[src/design/bsc_pkg.sv]
// Shared types and constants of the background subtracted centroid block.
package bsc_pkg;

    localparam int POSITION_BITS_DEF = 12;
    localparam int SAMPLE_W          = 32;
    localparam int CFG_W             = 32;
    localparam int CFG_IDX_W         = 2;
    localparam int WEIGHTED_W        = 64;
    localparam int WEIGHT_W          = 48;
    localparam int RESULT_W          = 32;
    localparam int QUEUE_DEPTH       = 2;
    localparam int DIV_STEPS         = WEIGHTED_W + 16;

    localparam logic [CFG_IDX_W-1:0] CFG_SLOPE     = CFG_IDX_W'(0);
    localparam logic [CFG_IDX_W-1:0] CFG_INTERCEPT = CFG_IDX_W'(1);

    // Finished accumulator pair of one profile.
    typedef struct packed {
        logic [WEIGHTED_W-1:0] weighted_sum;
        logic [WEIGHT_W-1:0]   weight_sum;
    } t_profile;

endpackage

[src/design/bsc_front.sv]
// Front part: background removal pipeline and saturating accumulators.
module bsc_front #(
    parameter int POSITION_BITS = bsc_pkg::POSITION_BITS_DEF
) (
    input  logic                             i_clk,
    input  logic                             i_rst_n,
    input  logic                             i_accept,
    input  logic [POSITION_BITS-1:0]         i_pos,
    input  logic [bsc_pkg::SAMPLE_W-1:0]     i_sample,
    input  logic                             i_last,
    input  logic [bsc_pkg::CFG_W-1:0]        i_slope,
    input  logic [bsc_pkg::CFG_W-1:0]        i_intercept,
    output logic                             o_push,
    output bsc_pkg::t_profile                o_profile
);

    localparam int PW      = POSITION_BITS;
    localparam int BGP_W   = bsc_pkg::CFG_W + PW + 1;
    localparam int BG_W    = BGP_W - 8;
    localparam int RESID_W = ((BG_W > bsc_pkg::SAMPLE_W + 1) ? BG_W : bsc_pkg::SAMPLE_W + 1) + 1;
    localparam int WPROD_W = RESID_W + PW + 1;
    localparam int WD_W    = bsc_pkg::WEIGHTED_W;
    localparam int WT_W    = bsc_pkg::WEIGHT_W;

    // stage 1: background product
    logic                           r1_v, r1_last;
    logic [PW-1:0]                  r1_pos;
    logic signed [bsc_pkg::SAMPLE_W-1:0] r1_sample;
    logic signed [BGP_W-1:0]        r1_bgprod;
    // stage 2: residual
    logic                           r2_v, r2_last;
    logic [PW-1:0]                  r2_pos;
    logic signed [RESID_W-1:0]      r2_resid;
    // stage 3: residual times position
    logic                           r3_v, r3_last;
    logic signed [RESID_W-1:0]      r3_resid;
    logic signed [WPROD_W-1:0]      r3_wprod;
    // accumulators
    logic signed [WD_W-1:0]         r_weighted;
    logic signed [WT_W-1:0]         r_weight;

    logic signed [BGP_W-1:0]        w_bgr;
    logic signed [BG_W-1:0]         w_bg;
    logic signed [RESID_W-1:0]      w_resid;
    logic signed [WT_W:0]           w_wt_sum;
    logic signed [WD_W:0]           w_wd_sum;
    logic signed [WT_W-1:0]         n_weight;
    logic signed [WD_W-1:0]         n_weighted;

    // round to nearest, ties up: add half an LSB, then floor shift
    assign w_bgr   = r1_bgprod + $signed(BGP_W'(128));
    assign w_bg    = BG_W'(w_bgr >>> 8);
    assign w_resid = RESID_W'(r1_sample) - RESID_W'($signed(i_intercept)) - RESID_W'(w_bg);

    assign w_wt_sum = (WT_W + 1)'(r_weight) + (WT_W + 1)'(r3_resid);
    assign w_wd_sum = (WD_W + 1)'(r_weighted) + (WD_W + 1)'(r3_wprod);

    always_comb begin
        if (w_wt_sum[WT_W] != w_wt_sum[WT_W-1]) begin
            n_weight = w_wt_sum[WT_W] ? {1'b1, {(WT_W - 1){1'b0}}} : {1'b0, {(WT_W - 1){1'b1}}};
        end else begin
            n_weight = w_wt_sum[WT_W-1:0];
        end
        if (w_wd_sum[WD_W] != w_wd_sum[WD_W-1]) begin
            n_weighted = w_wd_sum[WD_W] ? {1'b1, {(WD_W - 1){1'b0}}} : {1'b0, {(WD_W - 1){1'b1}}};
        end else begin
            n_weighted = w_wd_sum[WD_W-1:0];
        end
    end

    assign o_push                 = r3_v & r3_last;
    assign o_profile.weighted_sum = n_weighted;
    assign o_profile.weight_sum   = n_weight;

    always_ff @(posedge i_clk) begin
        if (!i_rst_n) begin
            r1_v       <= 1'b0;
            r2_v       <= 1'b0;
            r3_v       <= 1'b0;
            r_weighted <= '0;
            r_weight   <= '0;
        end else begin
            r1_v <= i_accept;
            r2_v <= r1_v;
            r3_v <= r2_v;
            if (r3_v) begin
                // clear after the last sample of a profile
                r_weighted <= r3_last ? '0 : n_weighted;
                r_weight   <= r3_last ? '0 : n_weight;
            end
        end
    end

    always_ff @(posedge i_clk) begin
        r1_pos    <= i_pos;
        r1_sample <= $signed(i_sample);
        r1_last   <= i_last;
        r1_bgprod <= $signed(i_slope) * $signed({1'b0, i_pos});
        r2_pos    <= r1_pos;
        r2_last   <= r1_last;
        r2_resid  <= w_resid;
        r3_last   <= r2_last;
        r3_resid  <= r2_resid;
        r3_wprod  <= r2_resid * $signed({1'b0, r2_pos});
    end

endmodule

[src/design/bsc_queue.sv]
// Short queue of finished profiles between the front and the divider.
module bsc_queue #(
    parameter int DEPTH = bsc_pkg::QUEUE_DEPTH
) (
    input  logic              i_clk,
    input  logic              i_rst_n,
    input  logic              i_push,
    input  bsc_pkg::t_profile i_data,
    input  logic              i_pop,
    output logic              o_valid,
    output bsc_pkg::t_profile o_data
);

    localparam int PTR_W = (DEPTH > 1) ? $clog2(DEPTH) : 1;
    localparam int CNT_W = $clog2(DEPTH + 1);

    bsc_pkg::t_profile r_mem [DEPTH];
    logic [PTR_W-1:0]  r_wr_ptr, r_rd_ptr;
    logic [CNT_W-1:0]  r_count;

    assign o_valid = (r_count != '0);
    assign o_data  = r_mem[r_rd_ptr];

    always_ff @(posedge i_clk) begin
        if (!i_rst_n) begin
            r_wr_ptr <= '0;
            r_rd_ptr <= '0;
            r_count  <= '0;
        end else begin
            if (i_push) begin
                r_wr_ptr <= (r_wr_ptr == PTR_W'(DEPTH - 1)) ? '0 : r_wr_ptr + 1'b1;
            end
            if (i_pop) begin
                r_rd_ptr <= (r_rd_ptr == PTR_W'(DEPTH - 1)) ? '0 : r_rd_ptr + 1'b1;
            end
            r_count <= r_count + CNT_W'(i_push) - CNT_W'(i_pop);
        end
    end

    always_ff @(posedge i_clk) begin
        if (i_push) begin
            r_mem[r_wr_ptr] <= i_data;
        end
    end

endmodule

[src/design/bsc_back.sv]
// Back part: bit-serial divider producing the rounded, saturated centroid.
module bsc_back (
    input  logic                          i_clk,
    input  logic                          i_rst_n,
    input  logic                          i_valid,
    input  bsc_pkg::t_profile             i_data,
    output logic                          o_pop,
    output logic                          o_strobe,
    output logic [bsc_pkg::RESULT_W-1:0]  o_centroid,
    output logic                          o_zero
);

    localparam int ND_W  = bsc_pkg::WEIGHTED_W;
    localparam int DN_W  = bsc_pkg::WEIGHT_W;
    localparam int Q_W   = bsc_pkg::RESULT_W + 2;
    localparam int CNT_W = $clog2(bsc_pkg::DIV_STEPS);

    typedef enum logic [1:0] {
        S_IDLE,
        S_DIV,
        S_ROUND
    } t_state;

    t_state            r_state;
    logic [ND_W-1:0]   r_num;
    logic [DN_W-1:0]   r_den, r_rem;
    logic [Q_W-1:0]    r_q;
    logic              r_big, r_neg;
    logic [CNT_W-1:0]  r_cnt;
    logic              r_strobe, r_zero;
    logic [bsc_pkg::RESULT_W-1:0] r_centroid;

    logic [ND_W-1:0]   w_num_mag;
    logic [DN_W-1:0]   w_den_mag;
    logic [DN_W:0]     w_rem_sh;
    logic              w_qbit;
    logic [DN_W-1:0]   n_rem;
    logic [Q_W:0]      w_q_full;
    logic [Q_W:0]      w_qr;
    logic [bsc_pkg::RESULT_W-1:0] w_result;

    assign w_num_mag = i_data.weighted_sum[ND_W-1] ? (~i_data.weighted_sum + 1'b1)
                                                     : i_data.weighted_sum;
    assign w_den_mag = i_data.weight_sum[DN_W-1] ? (~i_data.weight_sum + 1'b1)
                                                   : i_data.weight_sum;

    // one restoring step: bring down the next dividend bit
    assign w_rem_sh = {r_rem, r_num[ND_W-1]};
    assign w_qbit   = (w_rem_sh >= {1'b0, r_den});
    assign n_rem    = w_qbit ? DN_W'(w_rem_sh - {1'b0, r_den}) : w_rem_sh[DN_W-1:0];
    assign w_q_full = {r_q, w_qbit};

    // round half away from zero on magnitude, then saturate by sign
    assign w_qr = (Q_W + 1)'(r_q) + (Q_W + 1)'({r_rem, 1'b0} >= {1'b0, r_den});

    always_comb begin
        if (r_neg) begin
            if (r_big || w_qr > (Q_W + 1)'(33'h0_8000_0000)) begin
                w_result = {1'b1, {(bsc_pkg::RESULT_W - 1){1'b0}}};
            end else begin
                w_result = bsc_pkg::RESULT_W'(~w_qr + 1'b1);
            end
        end else begin
            if (r_big || w_qr > (Q_W + 1)'(33'h0_7FFF_FFFF)) begin
                w_result = {1'b0, {(bsc_pkg::RESULT_W - 1){1'b1}}};
            end else begin
                w_result = w_qr[bsc_pkg::RESULT_W-1:0];
            end
        end
    end

    assign o_pop      = (r_state == S_IDLE) && i_valid;
    assign o_strobe   = r_strobe;
    assign o_centroid = r_centroid;
    assign o_zero     = r_zero;

    always_ff @(posedge i_clk) begin
        if (!i_rst_n) begin
            r_state  <= S_IDLE;
            r_strobe <= 1'b0;
        end else begin
            r_strobe <= 1'b0;
            unique case (r_state)
                S_IDLE: begin
                    if (i_valid) begin
                        if (i_data.weight_sum == '0) begin
                            r_strobe   <= 1'b1;
                            r_zero     <= 1'b1;
                            r_centroid <= '0;
                        end else begin
                            r_num   <= w_num_mag;
                            r_den   <= w_den_mag;
                            r_rem   <= '0;
                            r_q     <= '0;
                            r_big   <= 1'b0;
                            r_cnt   <= '0;
                            r_neg   <= i_data.weighted_sum[ND_W-1] ^ i_data.weight_sum[DN_W-1];
                            r_state <= S_DIV;
                        end
                    end
                end
                S_DIV: begin
                    r_num <= {r_num[ND_W-2:0], 1'b0};
                    r_rem <= n_rem;
                    r_q   <= w_q_full[Q_W-1:0];
                    // once past 2^32 the quotient only grows: mark saturation
                    r_big <= r_big | (w_q_full > (Q_W + 1)'(33'h1_0000_0000));
                    r_cnt <= r_cnt + 1'b1;
                    if (r_cnt == CNT_W'(bsc_pkg::DIV_STEPS - 1)) begin
                        r_state <= S_ROUND;
                    end
                end
                S_ROUND: begin
                    r_strobe   <= 1'b1;
                    r_zero     <= 1'b0;
                    r_centroid <= w_result;
                    r_state    <= S_IDLE;
                end
                default: begin
                    r_state <= S_IDLE;
                end
            endcase
        end
    end

endmodule

[src/design/background_subtracted_centroid.sv]
// Top level of the background subtracted weighted centroid block.
//
//  channel   | handshake                      | payload
//  ----------+--------------------------------+--------------------------------------------
//  sample    | i_start high, o_busy low       | i_pixel_position, i_sample_value,
//            |                                | i_last_sample
//  result    | o_result_strobe, one cycle     | o_centroid_position, o_zero_weight
//  config    | i_cfg_valid and o_cfg_ready    | i_cfg_index, i_cfg_data
//
// Samples enter at one beat per cycle while o_busy is low; each goes through a four stage
// removal and accumulation pipeline. A profile ending in a zero weight gets its result
// from the divider's idle state with no division; any other profile is popped, divided
// in the bit-serial divider, one quotient bit per cycle over 80 steps, and rounded.
// o_busy rises while two profiles whose last sample was taken still wait for the
// divider, so the queue never overflows. The result side cannot stall.
// Reset is synchronous: it clears the accumulators, the queue and both registers.
module background_subtracted_centroid #(
    parameter int POSITION_BITS = bsc_pkg::POSITION_BITS_DEF
) (
    input  logic                             i_clk,
    input  logic                             i_rst_n,
    // sample channel
    input  logic                             i_start,
    output logic                             o_busy,
    input  logic [POSITION_BITS-1:0]         i_pixel_position,
    input  logic [bsc_pkg::SAMPLE_W-1:0]     i_sample_value,
    input  logic                             i_last_sample,
    // result channel
    output logic                             o_result_strobe,
    output logic [bsc_pkg::RESULT_W-1:0]     o_centroid_position,
    output logic                             o_zero_weight,
    // configuration channel
    input  logic                             i_cfg_valid,
    output logic                             o_cfg_ready,
    input  logic [bsc_pkg::CFG_IDX_W-1:0]    i_cfg_index,
    input  logic [bsc_pkg::CFG_W-1:0]        i_cfg_data
);

    localparam int PEND_W = $clog2(bsc_pkg::QUEUE_DEPTH + 1);

    logic [bsc_pkg::CFG_W-1:0] r_slope, r_intercept;
    logic [PEND_W-1:0]         r_pend;

    logic              w_accept;
    logic              w_push, w_pop, w_q_valid;
    bsc_pkg::t_profile w_push_data, w_head;

    // a beat is taken whenever start meets a free slot for its profile
    assign w_accept    = i_start & ~o_busy;
    assign o_busy      = (r_pend == PEND_W'(bsc_pkg::QUEUE_DEPTH));
    assign o_cfg_ready = 1'b1;

    // Count profiles whose last beat was taken but that the divider has not popped:
    // holds pipeline and queue together under the queue depth.
    always_ff @(posedge i_clk) begin
        if (!i_rst_n) begin
            r_pend <= '0;
        end else begin
            r_pend <= r_pend + PEND_W'(w_accept & i_last_sample) - PEND_W'(w_pop);
        end
    end

    // Configuration registers; unknown indexes drop the write.
    always_ff @(posedge i_clk) begin
        if (!i_rst_n) begin
            r_slope     <= '0;
            r_intercept <= '0;
        end else if (i_cfg_valid && o_cfg_ready) begin
            unique case (i_cfg_index)
                bsc_pkg::CFG_SLOPE:     r_slope     <= i_cfg_data;
                bsc_pkg::CFG_INTERCEPT: r_intercept <= i_cfg_data;
                default: ;
            endcase
        end
    end

    bsc_front #(
        .POSITION_BITS (POSITION_BITS)
    ) u_front (
        .i_clk       (i_clk),
        .i_rst_n     (i_rst_n),
        .i_accept    (w_accept),
        .i_pos       (i_pixel_position),
        .i_sample    (i_sample_value),
        .i_last      (i_last_sample),
        .i_slope     (r_slope),
        .i_intercept (r_intercept),
        .o_push      (w_push),
        .o_profile   (w_push_data)
    );

    bsc_queue #(
        .DEPTH (bsc_pkg::QUEUE_DEPTH)
    ) u_queue (
        .i_clk   (i_clk),
        .i_rst_n (i_rst_n),
        .i_push  (w_push),
        .i_data  (w_push_data),
        .i_pop   (w_pop),
        .o_valid (w_q_valid),
        .o_data  (w_head)
    );

    bsc_back u_back (
        .i_clk      (i_clk),
        .i_rst_n    (i_rst_n),
        .i_valid    (w_q_valid),
        .i_data     (w_head),
        .o_pop      (w_pop),
        .o_strobe   (o_result_strobe),
        .o_centroid (o_centroid_position),
        .o_zero     (o_zero_weight)
    );

endmodule

[config.mk]
export PLATFORM = sky130hd
export DESIGN_NAME = background_subtracted_centroid
export DESIGN_NICKNAME = d
export VERILOG_FILES = /design/src/design/bsc_pkg.sv /design/src/design/bsc_front.sv /design/src/design/bsc_queue.sv /design/src/design/bsc_back.sv /design/src/design/background_subtracted_centroid.sv
export SDC_FILE = /design/constraint.sdc
export NUM_CORES = 2
export LEC_CHECK = 0
export ABC_CLOCK_PERIOD_IN_PS = 26300
export BUFFER_PORTS_ARGS = -buffer_cell sky130_fd_sc_hd__buf_4
export CAP_MARGIN = 10
export CORE_MARGIN = 3
export CORE_UTILIZATION = 43
export CTS_CLUSTER_SIZE = 30
export DETAILED_ROUTE_END_ITERATION = 6
export PLACE_DENSITY_LB_ADDON = 0.05
export SLEW_MARGIN = 10
export SYNTH_ARGS = -nofsm -noshare
export SYNTH_HDL_FRONTEND = slang
export SYNTH_SLANG_ARGS = --single-unit
export TNS_END_PERCENT = 1
[constraint.sdc]
create_clock -name i_clk -period 26.3 [get_ports i_clk]
set_clock_uncertainty 0.2 [all_clocks]
set_input_delay 2.63 -clock i_clk [delete_from_list [all_inputs] [get_ports i_clk]]
set_output_delay 2.63 -clock i_clk [all_outputs]
set_load 0.02 [all_outputs]
==> metrics.md <==
| Metric | Value |
|---|---|
| Clock Tree Buf Depth | `3` |
| Relative slew slack | `between 20% and 30%` |
| Synth cell types | `94` |
| Sequential area share after synthesis | `a little under a third` |
| WS Path Type | `input port to register` |
| Number of synthesized flops with an enable pin | `460` |
| Cts hold-fix bufs | `0` |
| Final worst-path cycle share | `between 30 and 40%` |
| Area delta synth->final | `8.65%` |
| Post-synth top flop | `edfxtp_1` |
| CTS tree | `yes` |
| Max-slew violation count | `0` |
| Synth Instances | `roughly 7.7k` |
| Slowest Stage Delay on Critical Path | `~0.6 ns` |
| Crit path cell chain | `buf_4 > nand2_1 > fa_1 > inv_1 > fa_1 > inv_1 > fa_1 > inv_1 > fa_1 > fa_1 > ha_1 > a21o_1 > a21oi_1 > o32ai_1 > buf_4 > o211ai_1 > a2111oi_0 > a211oi_1 > o21ai_0 > o21a_1 > a221oi_1 > nor2b_1 > nor2_1 > xnor2_1` |
| Die Area | `between 150000 and 200000 sq um` |
| Layout Nets | `8921` |
| RSZ-0062 raised after global routing | `no` |
| FMAX | `~0.11 GHz` |
| GR Util All Layers | `a little over a fifth` |
| Share of layout cells above drive strength 1 | `approximately 5.3%` |
| Routed WL | `186 mm` |
| Die Wd | `roughly 420 um` |
| CP Max Fanout | `33` |
| Hold Fails Final Rpt | `0` |
| Later-pin clock latency in the skew report | `approximately 0.76 ns` |
| DR vias | `roughly 53k` |
| Largest net degree at the start of global routing | `between 90 and 100` |
| CP max-delay cell | `a211oi_1` |
| Core area | `about 170000 sq um` |
| Most common cell on crit path | `fa_1` |
| Crit path max-delay family | `adder cells` |
| Hold Crit Class | `register to register` |
| Number of vias per cell | `5.30` |
| Yosys warnings | `0` |
| Number of max-cap violations | `0` |
| Final number of setup-violating endpoints | `0` |
| Reg clk slew, reported paths | `0.06 ns` |
| Asr flop ratio synth | `0%` |
| Wire length per cell | `18.7 um` |
| Die Span Y | `roughly 420 um` |
| Synth area leader | `fa_1` |
| Area contributors post-synth | `fa_1 21%, edfxtp_1 19%, dfxtp_1 11%` |
| IO Port Bufs | `around 120` |
| Status | `complete, no violations` |
| Avg Synthesized Cell Area | `approximately 9.5 sq um` |
| Multi-input logic area | `about 46000 sq um` |
| Startpoint Class | `input port` |
| DRT antenna net count | `0` |
| Num rows | `150` |
| GPL Wtd Cong | `between 0.8 and 0.9` |
| Initial DRC count | `a little under 3k` |
| Actual slew at the worst max-slew pin | `1.14 ns` |
| Initial antenna violation count | `2` |
| Total CTS buffers | `102` |
| Final Critical Period | `8.85 ns` |
| Htree depth | `3` |
| Critical Path RT | `roughly 27 ns` |
| Crit end category | `register` |
| Total grt overflow | `0` |
| Setup Buffers After CTS | `0` |
| #FFs+latches synth | `roughly 870` |
| Setup TNS | `0 ns` |
| Drt pass-1 iters | `5` |
| Starting Density | `43.5%` |
| Sinks on the clock net | `roughly 870` |
| Num ports | `approximately 120` |
| Worst path buffer plus inverter count | `5` |
| Top cell type's share of synthesized area | `about a fifth` |
| Remaining DRCs | `0` |
| Syn Std Cell Area | `73200 sq um` |
| Fill cells | `16.1k` |
| Vias in the first global route | `54.6k` |
| Post-cts resize count | `0` |
| WP data arrival | `9.30 ns` |
| Hpwl dp | `between 100 and 150 mm` |
| Syn Nets | `8995` |
| FF+latch area | `about 22000 sq um` |
| CTS Root Cell | `clkbuf_16` |
| First-pass GRT wire length | `304 mm` |
cell usage after synthesis, types with 20 or more instances:
library cell,count
or3_1,21
fa_1,775
a221oi_1,20
xor2_1,181
nand2b_1,55
a22o_1,49
mux2i_1,98
a21oi_1,447
and3_1,62
and2_1,477
buf_2,30
a21o_1,168
nand2_1,1018
dfxtp_1,413
edfxtp_1,460
o21ai_0,336
a221o_1,35
a211oi_1,29
o21a_1,44
o211ai_1,24
nor2_1,329
inv_1,975
clkbuf_1,286
nor2b_1,43
nor4_1,22
nor3_1,103
o21bai_1,46
a31oi_1,40
xnor2_1,273
nand3_1,120
nand4_1,54
ha_1,417
per-stage QoR:
stage / cells / setup slack (ns) / hold WS, ns / util, % / instance area [sq um]
2_1_floorplan: 7720 / 10.90 / 0.110 / - / 73200
3_3_place_gp: 9746 / 16.71 / 0.110 / 45.2 / 76000
3_5_place_dp: 9746 / 16.73 / 0.112 / 45.2 / 76000
4_1_cts: 9935 / 17.50 / 0.101 / 47.3 / 79500
5_1_grt: 9936 / 17.08 / 0.122 / 47.3 / 79500
6_report: 9937 / 17.45 / 0.104 / 47.3 / 79500
worst reg2reg max path: cells and delay by family (launching register included):
family | cells | cell delay (ns)
simple gates | 3 | 0.57
buf+inv | 3 | 0.76
fa+ha+maj | 6 | 2.89
compound gates | 9 | 2.60
xor+xnor | 1 | 0.60
flops | 1 | 0.73
registers in the layout (all words and copies together), names as in the netlist, 12 cells and up, named ones only:
signal	flops
u_back.r_num	64
u_front.r_weight	48
u_front.r2_resid	38
u_front.r1_bgprod	38
r_slope	32
r_intercept	32
u_front.r3_wprod	51
u_back.o_centroid	32
u_front.r1_sample	32
u_front.r1_pos	12
u_front.r3_resid	38
u_front.r2_pos	12
u_queue.r_mem	224
u_back.r_q	34
u_back.r_den	48
u_front.r_weighted	64
u_back.r_rem	48
final timing paths:
kind                             start                       endpoint  slack, ns  cells after the start
max reg2reg  u_front.r2_pos[4]$_DFF_P_   u_front.r3_wprod[49]$_DFF_P_      17.79                     22
min reg2reg  u_front.r1_pos[0]$_DFF_P_      u_front.r2_pos[0]$_DFF_P_       0.10                      0
max                i_pixel_position[3]  u_front.r1_bgprod[44]$_DFF_P_      17.45                     24
min          u_front.r1_pos[0]$_DFF_P_      u_front.r2_pos[0]$_DFF_P_       0.10                      0
kinds of logic after synthesis:
| logic type | count (synthesis) | synth area share [%] |
|---|---|---|
| AOI/OAI and AO/OA | 1391 | 12.1 |
| adders and majority gates | 1197 | 28.4 |
| DFF | 873 | 30.2 |
| and+or+nand+nor | 2381 | 15.6 |
| other | 1 | 0.00512 |
| buffers and inverters | 1313 | 6.82 |
| muxes | 109 | 1.51 |
| xor gates and xnor gates | 455 | 5.45 |
per-layer routing:
| metal | vias to the layer above | part of all wire (%) | track usage, % |
|---|---|---|---|
| li1 | 25400 | - | - |
| met1 | 26200 | 47 | 30.3 |
| met2 | 824 | 47 | 36.0 |
| met3 | 231 | 3.4 | 2.28 |
| met4 | 0 | 2.5 | 5.59 |
| met5 | - | 0 | 0 |
placed cells by master (no fill, tap or decap), types with 168 or more instances in the layout:
cell      Yosys  layout
a21oi_1     447     446
xor2_1      181     181
ha_1        417     417
edfxtp_1    460     460
inv_1       975     974
fa_1        775     775
a21o_1      168     168
nor2_1      329     324
and2_1      477     477
dfxtp_1     413     407
nand2_1    1018    1018
xnor2_1     273     273
o21ai_0     336     335
layout make-up:
class                      instances  share of cell area (%)
sequential                       873                    27.8
clock inverter                    52                   0.873
clock buffer                     137                    3.62
inverter                         975                    4.60
multi-input combinational       5534                    58.1
timing repair buffer             160                    1.51
tap                             2204                    3.47
antenna                            2                 0.00629
Power is not shown: default switching activity piles up to over one toggle a cycle in this logic, so the estimate is an artifact.
